**src/rtl/core/assembly_line_lexer_checker_macros.svh**
```systemverilog
// ---------------------------------------------------------------------------
// assembly_line_lexer_checker_macros
// assertion helpers for the lexer/checker block
// ---------------------------------------------------------------------------
`ifndef ASSEMBLY_LINE_LEXER_CHECKER_MACROS_SVH
`define ASSEMBLY_LINE_LEXER_CHECKER_MACROS_SVH

// implication checked on every clock edge outside reset
`define ALC_ASSERT_IMP(label, clk, rst_n, ante, cons) \
    label: assert property (@(posedge clk) disable iff (!rst_n) (ante) |-> (cons)) \
        else $error("assertion failed");

// next-cycle implication outside reset
`define ALC_ASSERT_NEXT(label, clk, rst_n, ante, cons) \
    label: assert property (@(posedge clk) disable iff (!rst_n) (ante) |=> (cons)) \
        else $error("assertion failed");

`endif

```
**src/rtl/core/alc_pkg.sv**
```systemverilog
// ---------------------------------------------------------------------------
// alc_pkg
// types, codes and keyword tables shared by the lexer/checker modules
// ---------------------------------------------------------------------------
package alc_pkg;

    localparam int LINE_WIDTH_DEF = 16;
    localparam logic [15:0] ADDR_LIMIT_RESET = 16'd1024;
    localparam int NKEYS = 24;
    localparam int NDIRS = 5;

    localparam logic [2:0] CL_DIR   = 3'd0;
    localparam logic [2:0] CL_LABEL = 3'd1;
    localparam logic [2:0] CL_HEX   = 3'd2;
    localparam logic [2:0] CL_DEC   = 3'd3;
    localparam logic [2:0] CL_INS   = 3'd4;
    localparam logic [2:0] CL_NAME  = 3'd5;

    localparam logic [2:0] FIRST_LABEL = 3'd5;
    localparam logic [2:0] FIRST_NAME  = 3'd6;
    localparam logic [2:0] FIRST_OTHER = 3'd7;

    localparam logic [1:0] ERR_NONE = 2'd0;
    localparam logic [1:0] ERR_LEX  = 2'd1;
    localparam logic [1:0] ERR_GRAM = 2'd2;

    localparam logic       KIND_TOKEN   = 1'b0;
    localparam logic       KIND_VERDICT = 1'b1;

    // queue entry from front to back: one classified byte event
    typedef struct packed {
        logic       tok;       // a word ended
        logic       tok_ok;
        logic [2:0] tok_cls;
        logic [2:0] dir_id;
        logic [15:0] value;
        logic       eol;
    } alc_evt_t;

    // keyword characters, 7 per keyword, zero padded
    function automatic logic [7:0] key_char(input logic [4:0] k, input logic [2:0] i);
        logic [55:0] s;
        unique case (k)
            5'd0:  s = {".set", 24'h0};
            5'd1:  s = {".org", 24'h0};
            5'd2:  s = {".align", 8'h0};
            5'd3:  s = {".wfill", 8'h0};
            5'd4:  s = {".word", 16'h0};
            5'd5:  s = {"ld", 40'h0};
            5'd6:  s = {"ldinv", 16'h0};
            5'd7:  s = {"ldabs", 16'h0};
            5'd8:  s = {"ldmq", 24'h0};
            5'd9:  s = {"ldmqmx", 8'h0};
            5'd10: s = {"store", 16'h0};
            5'd11: s = {"jump", 24'h0};
            5'd12: s = {"jumpl", 16'h0};
            5'd13: s = {"jumpr", 16'h0};
            5'd14: s = {"add", 32'h0};
            5'd15: s = {"addabs", 8'h0};
            5'd16: s = {"sub", 32'h0};
            5'd17: s = {"subabs", 8'h0};
            5'd18: s = {"mult", 24'h0};
            5'd19: s = {"div", 32'h0};
            5'd20: s = {"lsh", 32'h0};
            5'd21: s = {"rsh", 32'h0};
            5'd22: s = {"storal", 8'h0};
            5'd23: s = {"storar", 8'h0};
            default: s = 56'h0;
        endcase
        return s[55 - 8*i -: 8];
    endfunction

    function automatic logic [3:0] key_len(input logic [4:0] k);
        logic [3:0] n;
        n = 4'd7;
        for (int i = 6; i >= 0; i--) begin
            if (key_char(k, 3'(i)) == 8'h0) n = 4'(i);
        end
        return n;
    endfunction

endpackage

```
**src/rtl/core/alc_back.sv**
```systemverilog
// ---------------------------------------------------------------------------
// alc_back
// line bookkeeping, line verdicts and the result output register
// ---------------------------------------------------------------------------
module alc_back #(
    parameter int LINE_WIDTH = alc_pkg::LINE_WIDTH_DEF
) (
    input  logic                  clk,
    input  logic                  rst_n,
    input  logic                  evt_valid,
    input  alc_pkg::alc_evt_t     evt,
    output logic                  evt_pop,
    input  logic [15:0]           address_limit,
    output logic                  halted,
    output logic                  valid,
    input  logic                  stall,
    output logic                  result_kind,
    output logic [2:0]            token_class,
    output logic [15:0]           line_number,
    output logic [1:0]            error_code,
    output logic                  last
);
    import alc_pkg::*;

    logic [LINE_WIDTH-1:0] line_reg;
    logic [2:0] cnt_reg, first_reg, t1_reg, t2_reg;
    logic       below_reg, later_reg, halt_reg;
    logic       phase_reg;      // token of this event already sent
    logic       ov_reg;
    logic       kind_reg, last_reg;
    logic [2:0] cls_reg;
    logic [1:0] err_reg;
    logic [15:0] ln_reg;

    logic       out_free, send, send_tok, tok_bad, bad, t1dec, done;
    logic [2:0] cnt_after, first_after, t1_after, t2_after;
    logic       below_after, later_after;
    logic [15:0] ln_now;

    function automatic logic isnum(input logic [2:0] k);
        return k == CL_DEC || k == CL_HEX;
    endfunction

    always_comb
    begin
        ln_now = (LINE_WIDTH > 16 && (line_reg >> 16) != '0) ? 16'hffff : 16'(line_reg);
        out_free = !ov_reg || !stall;
        send = evt_valid && out_free && !halt_reg;
        send_tok = evt.tok && !phase_reg;
        tok_bad = send_tok && !evt.tok_ok;
        cnt_after = cnt_reg;
        first_after = first_reg;
        t1_after = t1_reg;
        t2_after = t2_reg;
        below_after = below_reg;
        later_after = later_reg;
        if (send_tok && evt.tok_ok) begin
            if (cnt_reg == 3'd0) begin
                if (evt.tok_cls == CL_DIR) first_after = evt.dir_id;
                else if (evt.tok_cls == CL_LABEL) first_after = FIRST_LABEL;
                else if (evt.tok_cls == CL_NAME) first_after = FIRST_NAME;
                else first_after = FIRST_OTHER;
            end else begin
                if (cnt_reg == 3'd1) begin
                    t1_after = evt.tok_cls;
                    below_after = isnum(evt.tok_cls) && evt.value < address_limit;
                end else if (cnt_reg == 3'd2) begin
                    t2_after = evt.tok_cls;
                end
                if (evt.tok_cls == CL_LABEL) later_after = 1'b1;
            end
            if (cnt_reg != 3'd7) cnt_after = cnt_reg + 3'd1;
        end
        t1dec = t1_after == CL_DEC && below_after;
        bad = 1'b0;
        if (cnt_after != 3'd0) begin
            unique case (first_after)
                3'd0: bad = cnt_after != 3'd3 || t1_after != CL_NAME || !isnum(t2_after);
                3'd1: bad = cnt_after != 3'd2 || !below_after;
                3'd2: bad = cnt_after != 3'd2 || !t1dec;
                3'd3: bad = cnt_after != 3'd3 || !t1dec
                            || !(isnum(t2_after) || t2_after == CL_NAME);
                3'd4: bad = cnt_after != 3'd2 || !(isnum(t1_after) || t1_after == CL_NAME);
                FIRST_LABEL: bad = later_after;
                FIRST_NAME: bad = 1'b1;
                default: bad = 1'b0;
            endcase
        end
        // a token and a verdict from one event are sent as two items: token first
        done = send && !(send_tok && evt.eol && evt.tok_ok);
        evt_pop = (evt_valid && halt_reg) || done;
    end

    always_ff @(posedge clk or negedge rst_n)
    begin
        if (!rst_n) begin
            line_reg  <= LINE_WIDTH'(1);
            cnt_reg   <= 3'd0;
            first_reg <= 3'd0;
            t1_reg    <= 3'd0;
            t2_reg    <= 3'd0;
            below_reg <= 1'b0;
            later_reg <= 1'b0;
            halt_reg  <= 1'b0;
            phase_reg <= 1'b0;
            ov_reg    <= 1'b0;
        end else begin
            if (out_free) ov_reg <= send;
            if (send) begin
                if (send_tok) begin
                    phase_reg <= !done;
                    if (!evt.tok_ok) halt_reg <= 1'b1;
                    cnt_reg <= cnt_after;
                    first_reg <= first_after;
                    t1_reg <= t1_after;
                    t2_reg <= t2_after;
                    below_reg <= below_after;
                    later_reg <= later_after;
                end else begin
                    phase_reg <= 1'b0;
                    if (bad) halt_reg <= 1'b1;
                    cnt_reg <= 3'd0;
                    first_reg <= 3'd0;
                    t1_reg <= 3'd0;
                    t2_reg <= 3'd0;
                    below_reg <= 1'b0;
                    later_reg <= 1'b0;
                    if (line_reg != '1) line_reg <= line_reg + 1'b1;
                end
            end
        end
    end

    always_ff @(posedge clk)
    begin
        if (send) begin
            ln_reg <= ln_now;
            if (send_tok) begin
                kind_reg <= KIND_TOKEN;
                cls_reg <= evt.tok_ok ? evt.tok_cls : CL_DIR;
                err_reg <= evt.tok_ok ? ERR_NONE : ERR_LEX;
                last_reg <= tok_bad || !evt.eol;
            end else begin
                kind_reg <= KIND_VERDICT;
                cls_reg <= CL_DIR;
                err_reg <= bad ? ERR_GRAM : ERR_NONE;
                last_reg <= 1'b1;
            end
        end
    end

    assign halted = halt_reg;
    assign valid = ov_reg;
    assign result_kind = kind_reg;
    assign token_class = cls_reg;
    assign line_number = ln_reg;
    assign error_code = err_reg;
    assign last = last_reg;

    `include "assembly_line_lexer_checker_macros.svh"
    `ALC_ASSERT_NEXT(a_err_halts, clk, rst_n, send && (tok_bad || (!send_tok && bad)), halt_reg)
    `ALC_ASSERT_NEXT(a_halt_sticky, clk, rst_n, halt_reg, halt_reg)
    `ALC_ASSERT_NEXT(a_no_send_halted, clk, rst_n, halt_reg && !ov_reg, !ov_reg)
    `ALC_ASSERT_IMP(a_split_only_eol, clk, rst_n, phase_reg, evt_valid && evt.eol)

endmodule

```
**config.mk**
```make
export PLATFORM = sky130hd
export DESIGN_NAME = alc_back
export DESIGN_NICKNAME = d
export VERILOG_FILES = /design/src/rtl/core/alc_pkg.sv /design/src/rtl/core/alc_back.sv
export VERILOG_INCLUDE_DIRS = /design/src /design/src/rtl/core
export SDC_FILE = /design/constraint.sdc
export NUM_CORES = 1
export LEC_CHECK = 0
export BUFFER_PORTS_ARGS = -buffer_cell sky130_fd_sc_hd__buf_4
export CAP_MARGIN = 20
export CORE_MARGIN = 1
export CORE_UTILIZATION = 54
export DETAILED_ROUTE_END_ITERATION = 6
export GPL_TIMING_DRIVEN = 0
export PLACE_DENSITY = 0.8
export SLEW_MARGIN = 20
export SYNTH_ARGS = -nofsm -noshare
export SYNTH_HDL_FRONTEND = slang
export SYNTH_SLANG_ARGS = --single-unit
```
**constraint.sdc**
```tcl
create_clock -name clk -period 2.65 [get_ports clk]
set_input_delay 0.6625 -clock clk [delete_from_list [all_inputs] [get_ports clk]]
set_output_delay 0.6625 -clock clk [all_outputs]
set_load 0.01 [all_outputs]
```
=== Word level (Yosys, flattened, before mapping) ===
Cells that the tools add are included.
W data, S select, Z words.

* Output and inout port bits: 26
* Register bits: 56
* Bits of input ports: 45
* Logic and storage cells: 126

* Add/sub/neg operators: 2
* Magnitude comparators: 1
* Reduce and logical (&&, ||, !) cells: 47
* Eq/ne operators: 24
* Mux-type cells: 36
* Bitwise operators: 1

{| class="wikitable"
|+ Operators by type and width
! kind !! number
|-
| $mux W3 || 16
|-
| $eq A3 B2 Y1 const B || 9
|-
| $eq A3 B3 Y1 const B || 6
|-
| $add A16 B1 Y16 const B || 1
|-
| $lt A16 B16 Y1 || 1
|-
| $mux W1 || 16
|-
| $ne A16 B16 Y1 const B || 1
|-
| $logic_or A1 B1 Y1 || 15
|-
| $logic_not A1 Y1 || 13
|-
| $logic_and A1 B1 Y1 || 11
|-
| $eq A3 B1 Y1 const B || 3
|-
| $logic_not A3 Y1 || 3
|-
| $pmux W1 S7 || 1
|-
| $mux W2 || 3
|-
| $ne A3 B2 Y1 const B || 2
|-
| $ne A3 B3 Y1 const B || 2
|-
| $reduce_and A3 Y1 || 2
|-
| $add A3 B1 Y3 const B || 1
|-
| $reduce_bool A3 Y1 || 1
|-
| $ne A2 B2 Y1 const B || 1
|-
| $reduce_and A2 Y1 || 1
|-
| $reduce_bool A2 Y1 || 1
|-
| $not A1 Y1 || 1
|}

=== Longest topological paths before layout ===
* Depth after elaboration: 14
* Gate-level depth with buffers: 10
* Mapped depth without buffers: 9

=== Worst setup path before layout ===
OpenSTA, ideal clock, no wires.

* Kind: input-to-reg
* Start point: in stall
* End point: reg t1_reg[1]
* Stages on the path: 7
* Data required time: 2.529 ns
* Arrival time: 2.424 ns
* Buffers on the path: 1
* Setup time: 0.121 ns
* Setup slack: 0.105 ns
* Path through: nand2_1 nand2_1 or2_2 clkbuf_1 clkinv_1 and2_1 a22o_1

* Longest elaborated chain between the ends: 4

{| class="wikitable"
|+ Ends and longest elaborated chain
! element !! line !! RTL
|-
| from (decl) || alc_back.sv:16 || <nowiki>input logic stall,</nowiki>
|-
| $logic_not A1 Y1 || alc_back.sv:47 || <nowiki>out_free = !ov_reg || !stall;</nowiki>
|-
| $logic_or A1 B1 Y1 || alc_back.sv:47 ||
|-
| $logic_and A1 B1 Y1 (2 in series) || alc_back.sv:48 || <nowiki>send = evt_valid && out_free && !halt_reg;</nowiki>
|-
| named net send || alc_back.sv:35 || <nowiki>logic out_free, send, send_tok, tok_bad, bad, t1dec, done;</nowiki>
|-
| to (signal assigned) || alc_back.sv:115 || <nowiki>t1_reg <= t1_after;</nowiki>
|-
| to (decl) || alc_back.sv:26 || <nowiki>logic [2:0] cnt_reg, first_reg, t1_reg, t2_reg;</nowiki>
|}

The timed path passes the listed nets, and every way through them passes these cells.
A chain may end at the register's enable or synchronous reset.

=== Worst setup path in the final report ===
* Start point: reg cnt_reg[0]
* End point: reg err_reg[1] (netlist: error_code[1]) (data pin)

* Longest elaborated chain between the ends: 14
* Elaborated cells between the ends (all ways): 59
* Those cells by class: 1 x add/sub; 18 x eq/ne; 20 x mux; 20 x reduce/logical

{| class="wikitable"
|+ Ends and longest elaborated chain
! element !! line !! RTL
|-
| from (decl) || alc_back.sv:26 ||
|-
| from (signal assigned) || alc_back.sv:113 || <nowiki>cnt_reg <= cnt_after;</nowiki>
|-
| $eq A3 B2 Y1 || alc_back.sv:67 || <nowiki>end else if (cnt_reg == 3'd2) begin</nowiki>
|-
| $mux W3 || alc_back.sv:67 ||
|-
| $mux W3 || alc_back.sv:64 || <nowiki>if (cnt_reg == 3'd1) begin</nowiki>
|-
| $mux W3 || alc_back.sv:58 || <nowiki>if (cnt_reg == 3'd0) begin</nowiki>
|-
| $mux W3 || alc_back.sv:57 || <nowiki>if (send_tok && evt.tok_ok) begin</nowiki>
|-
| $eq A3 B2 Y1 || alc_back.sv:41 || <nowiki>return k == CL_DEC || k == CL_HEX;</nowiki>
|-
| $logic_or A1 B1 Y1 || alc_back.sv:41 ||
|-
| $logic_or A1 B1 Y1 || alc_back.sv:82 || <nowiki>|| !(isnum(t2_after) || t2_after == CL_NAME);</nowiki>
|-
| $logic_not A1 Y1 || alc_back.sv:82 ||
|-
| $logic_or A1 B1 Y1 || alc_back.sv:82 ||
|-
| $pmux W1 S7 || alc_back.sv:77 || <nowiki>unique case (first_after)</nowiki>
|-
| $mux W1 (*) || alc_back.sv:76 || <nowiki>if (cnt_after != 3'd0) begin</nowiki>
|-
| $mux W2 (*) || alc_back.sv:146 || <nowiki>err_reg <= bad ? ERR_GRAM : ERR_NONE;</nowiki>
|-
| $mux W2 (*) || alc_back.sv:138 || <nowiki>if (send_tok) begin</nowiki>
|-
| to (signal assigned) || alc_back.sv:141 || <nowiki>err_reg <= evt.tok_ok ? ERR_NONE : ERR_LEX;</nowiki>
|-
| to (signal assigned) || alc_back.sv:146 ||
|-
| to (decl) || alc_back.sv:32 || <nowiki>logic [1:0] err_reg;</nowiki>
|}

Mark *: on every way between the ends. The rest lies on a longest branch, timed or not.

==> results.sh <==
export IMPL_status="finished clean"
export IMPL_cp_arrival_ns=2.56
export IMPL_routed_wl_met2_um=2940
export IMPL_rows=26
export IMPL_crit_chain="inv_1 -> ha_1 -> nand2b_1 -> or2_1 -> buf_6 -> mux2_2 -> nor3_1 -> a211oi_1 -> a21oi_1"
export IMPL_ios=71
export IMPL_synth_seq_area_share_pct=50.4
export IMPL_drt_pass1_iterations=4
export IMPL_cts_tree="built"
export IMPL_grt_overflow=0
export IMPL_yosysMostFrequentCell="dfrtp_1"
export IMPL_top_layer="met4"
export IMPL_antenna_found_initial=0
export IMPL_met3RoutedLength_um=301
export IMPL_gp_congestion=0.824
export IMPL_hold_class="in -> async"
export IMPL_ys_types=56
export IMPL_grt_pass1_vias=2221
export IMPL_cp_max_fo=9
export IMPL_layout_nets=412
export IMPL_post_cts_buffers=0
export IMPL_drc_errors=0
export IMPL_cts_max_path_buffers=2
export IMPL_register_area_um2=1520
export IMPL_synth_area_leader_cell="dfrtp_1"
export IMPL_synth_flop_cell="dfrtp_1"
export IMPL_rsz0062_at_grt="false"
export IMPL_cts_hold_buf=0
export IMPL_wl_per_cell_um=14.9
export IMPL_syn_instance_count=272
export IMPL_cp_start_kind="flop"
export IMPL_multi_input_area_um2=1380
export IMPL_ys_warn_count=0
export IMPL_synth_edf_count=23
export IMPL_clkSinkCount=56
export IMPL_syn_nets=337
export IMPL_async_reset_ff_share_pct=58.9
export IMPL_timing_fmax_mhz=399
export IMPL_worst_slew_pin_slew_ns=0.546
export IMPL_drt_vias_per_instance=5.56
export IMPL_maxSlewHeadroom_pct=63.6
export IMPL_setup_violations=0
export IMPL_leakagePower_nw=1.67
export IMPL_fin_setup_tns_ns=0
export IMPL_ir_worst_vdd_uv=496
export IMPL_wl_um=6250
export IMPL_r2r_slack_ns=0.15
export IMPL_critPathSlowestCell="dfrtp_1"
export IMPL_cts_root_buf="clkbuf_8"
export IMPL_met1Wirelength_um=2910
export IMPL_drt_initial_drc_count=108
export IMPL_cts_buffers=5
export IMPL_syn_avg_cell_area_um2=11.1
export IMPL_drv_cap=0
export IMPL_crit_buf_inv=2
export IMPL_start_util_pct=57.5
export IMPL_clk_pin_slew_ns=0.10
export IMPL_ys_ff_latch=56
export IMPL_cpLargestDelayFamily="flip-flops"
export IMPL_cp_end_kind="flop"
export IMPL_grt_pass1_wl_um=10500
export IMPL_worst_hold_slack_ns=0.267
export IMPL_insertion_delay_ns=0.32
export IMPL_finalHoldViolCount=0
export IMPL_fin_crit_ns=2.50
export IMPL_die_area_um2=5880
export IMPL_h_tree_depth=2
export IMPL_drive_above_1_share_pct=27.9
export IMPL_antenna_violating_nets_post_route=0
export IMPL_grtUsageTotal_pct=22.7
export IMPL_path_class="reg -> reg"
export IMPL_drv_slew=0
export IMPL_grt_max_degree=34
export IMPL_p_per_area_nw_per_um2=695
export IMPL_core_um2=5240
export IMPL_required_ns=2.71
export IMPL_period_share_pct=94.5
export IMPL_n_fill_cell=393
export IMPL_yosys_top_cells_area="dfrtp_1, edfxtp_1, ha_1"
export IMPL_dp_hpwl_um=4710
export IMPL_slowest_delay_ns=0.49
export IMPL_synth_common_cells="dfrtp_1, nand2_1, edfxtp_1, inv_1, ha_1"
export IMPL_syn_to_final_growth_pct=23.1
export IMPL_yosysTopAreaCellShare_pct=26.6
export IMPL_die_h_um=76.7
export IMPL_synth_area_um2=3010
export IMPL_antennaDiodeCount=0
export IMPL_skew_ns=0.00852
export IMPL_io_buffer_count=68
export IMPL_die_x_um=76.7
export IMPL_vias=2322
layout by cell type, fill, tap and decap left out, types with 2 or more instances in the layout:
| master | synthesis | final |
|---|---|---|
| clkbuf_1 | 4 | 4 |
| o21ai_0 | 9 | 9 |
| clkbuf_8 | 0 | 5 |
| xnor2_1 | 11 | 11 |
| mux2_2 | 5 | 5 |
| and2_1 | 3 | 3 |
| edfxtp_1 | 23 | 23 |
| inv_1 | 22 | 22 |
| nand2b_1 | 5 | 5 |
| xor2_1 | 4 | 4 |
| o211ai_1 | 2 | 2 |
| buf_4 | 0 | 68 |
| a211oi_1 | 5 | 5 |
| and4_1 | 3 | 3 |
| dfrtp_1 | 32 | 32 |
| a22o_1 | 8 | 8 |
| nor2_1 | 18 | 18 |
| nor3_1 | 3 | 3 |
| nand4_1 | 9 | 9 |
| and3_2 | 2 | 2 |
| a21oi_1 | 13 | 13 |
| nand2_1 | 24 | 24 |
| o21a_1 | 2 | 2 |
| a31oi_1 | 3 | 3 |
| nor2b_1 | 3 | 3 |
| ha_1 | 20 | 20 |
| a21o_1 | 2 | 2 |
| nand3_1 | 7 | 7 |
cells by family after synthesis:
family          Yosys count  share of synthesized area, %
mux                       7                          2.70
xor+xnor                 15                          4.36
simple gates             90                          16.8
flops                    56                          50.4
compound gates           55                          13.5
buf+inv                  29                          3.91
fa+ha+maj                20                          8.31
timing repair:
item | in CTS | in global routing
endpoints found under the setup margin | 34 | 1
resized for setup | 1 | 0
pin swaps | 0 | 1
routing by layer:
layer	up-vias	track usage (%)
met5	-	0
met4	0	7.88
met3	8	4.17
met2	78	37.2
met1	1102	30.2
li1	1134	-
area by class of cell:
class | instances | share of cell area, %
sequential | 56 | 41.0
multi-input combinational | 187 | 37.1
timing repair buffer | 68 | 13.8
inverter | 23 | 2.36
tap | 70 | 2.36
clock buffer | 5 | 1.86
buffer | 6 | 0.844
clock inverter | 3 | 0.743
path summary, 6_finish.rpt:
kind / startpoint / to / cells after the start
worst max-delay path: cnt_reg[0] / error_code[1] / 9
worst min-delay path: rst_n / cnt_reg[0] / 1
min in group clk: below_reg / below_reg / 2
worst min register to register: below_reg / below_reg / 2
max in group asynchronous: rst_n / line_reg[0] / 1
worst max register to register: cnt_reg[0] / error_code[1] / 9
power by group:
part / switching (mW) / total [mW] / internal [mW] / leakage (nW)
Combinational: 0.463 / 0.853 / 0.390 / 0.959
Clock: 0.293 / 0.488 / 0.195 / 0.0463
Sequential: 0.134 / 1.23 / 1.10 / 0.667
Total: 0.890 / 2.57 / 1.68 / 1.67
through the flow:
step	cells	area, µm²	utilization, %	power (mW)	worst slack (ns)
2_1_floorplan	272	3010	-	1.76	0.105
3_3_place_gp	410	3610	68.9	2.06	-0.613
3_5_place_dp	410	3610	68.9	2.10	-0.644
4_1_cts	418	3710	70.8	2.59	0.146
5_1_grt	418	3710	70.8	2.72	0.00485
6_report	418	3710	70.8	2.57	0.147
(Power assumes the default switching activity.)
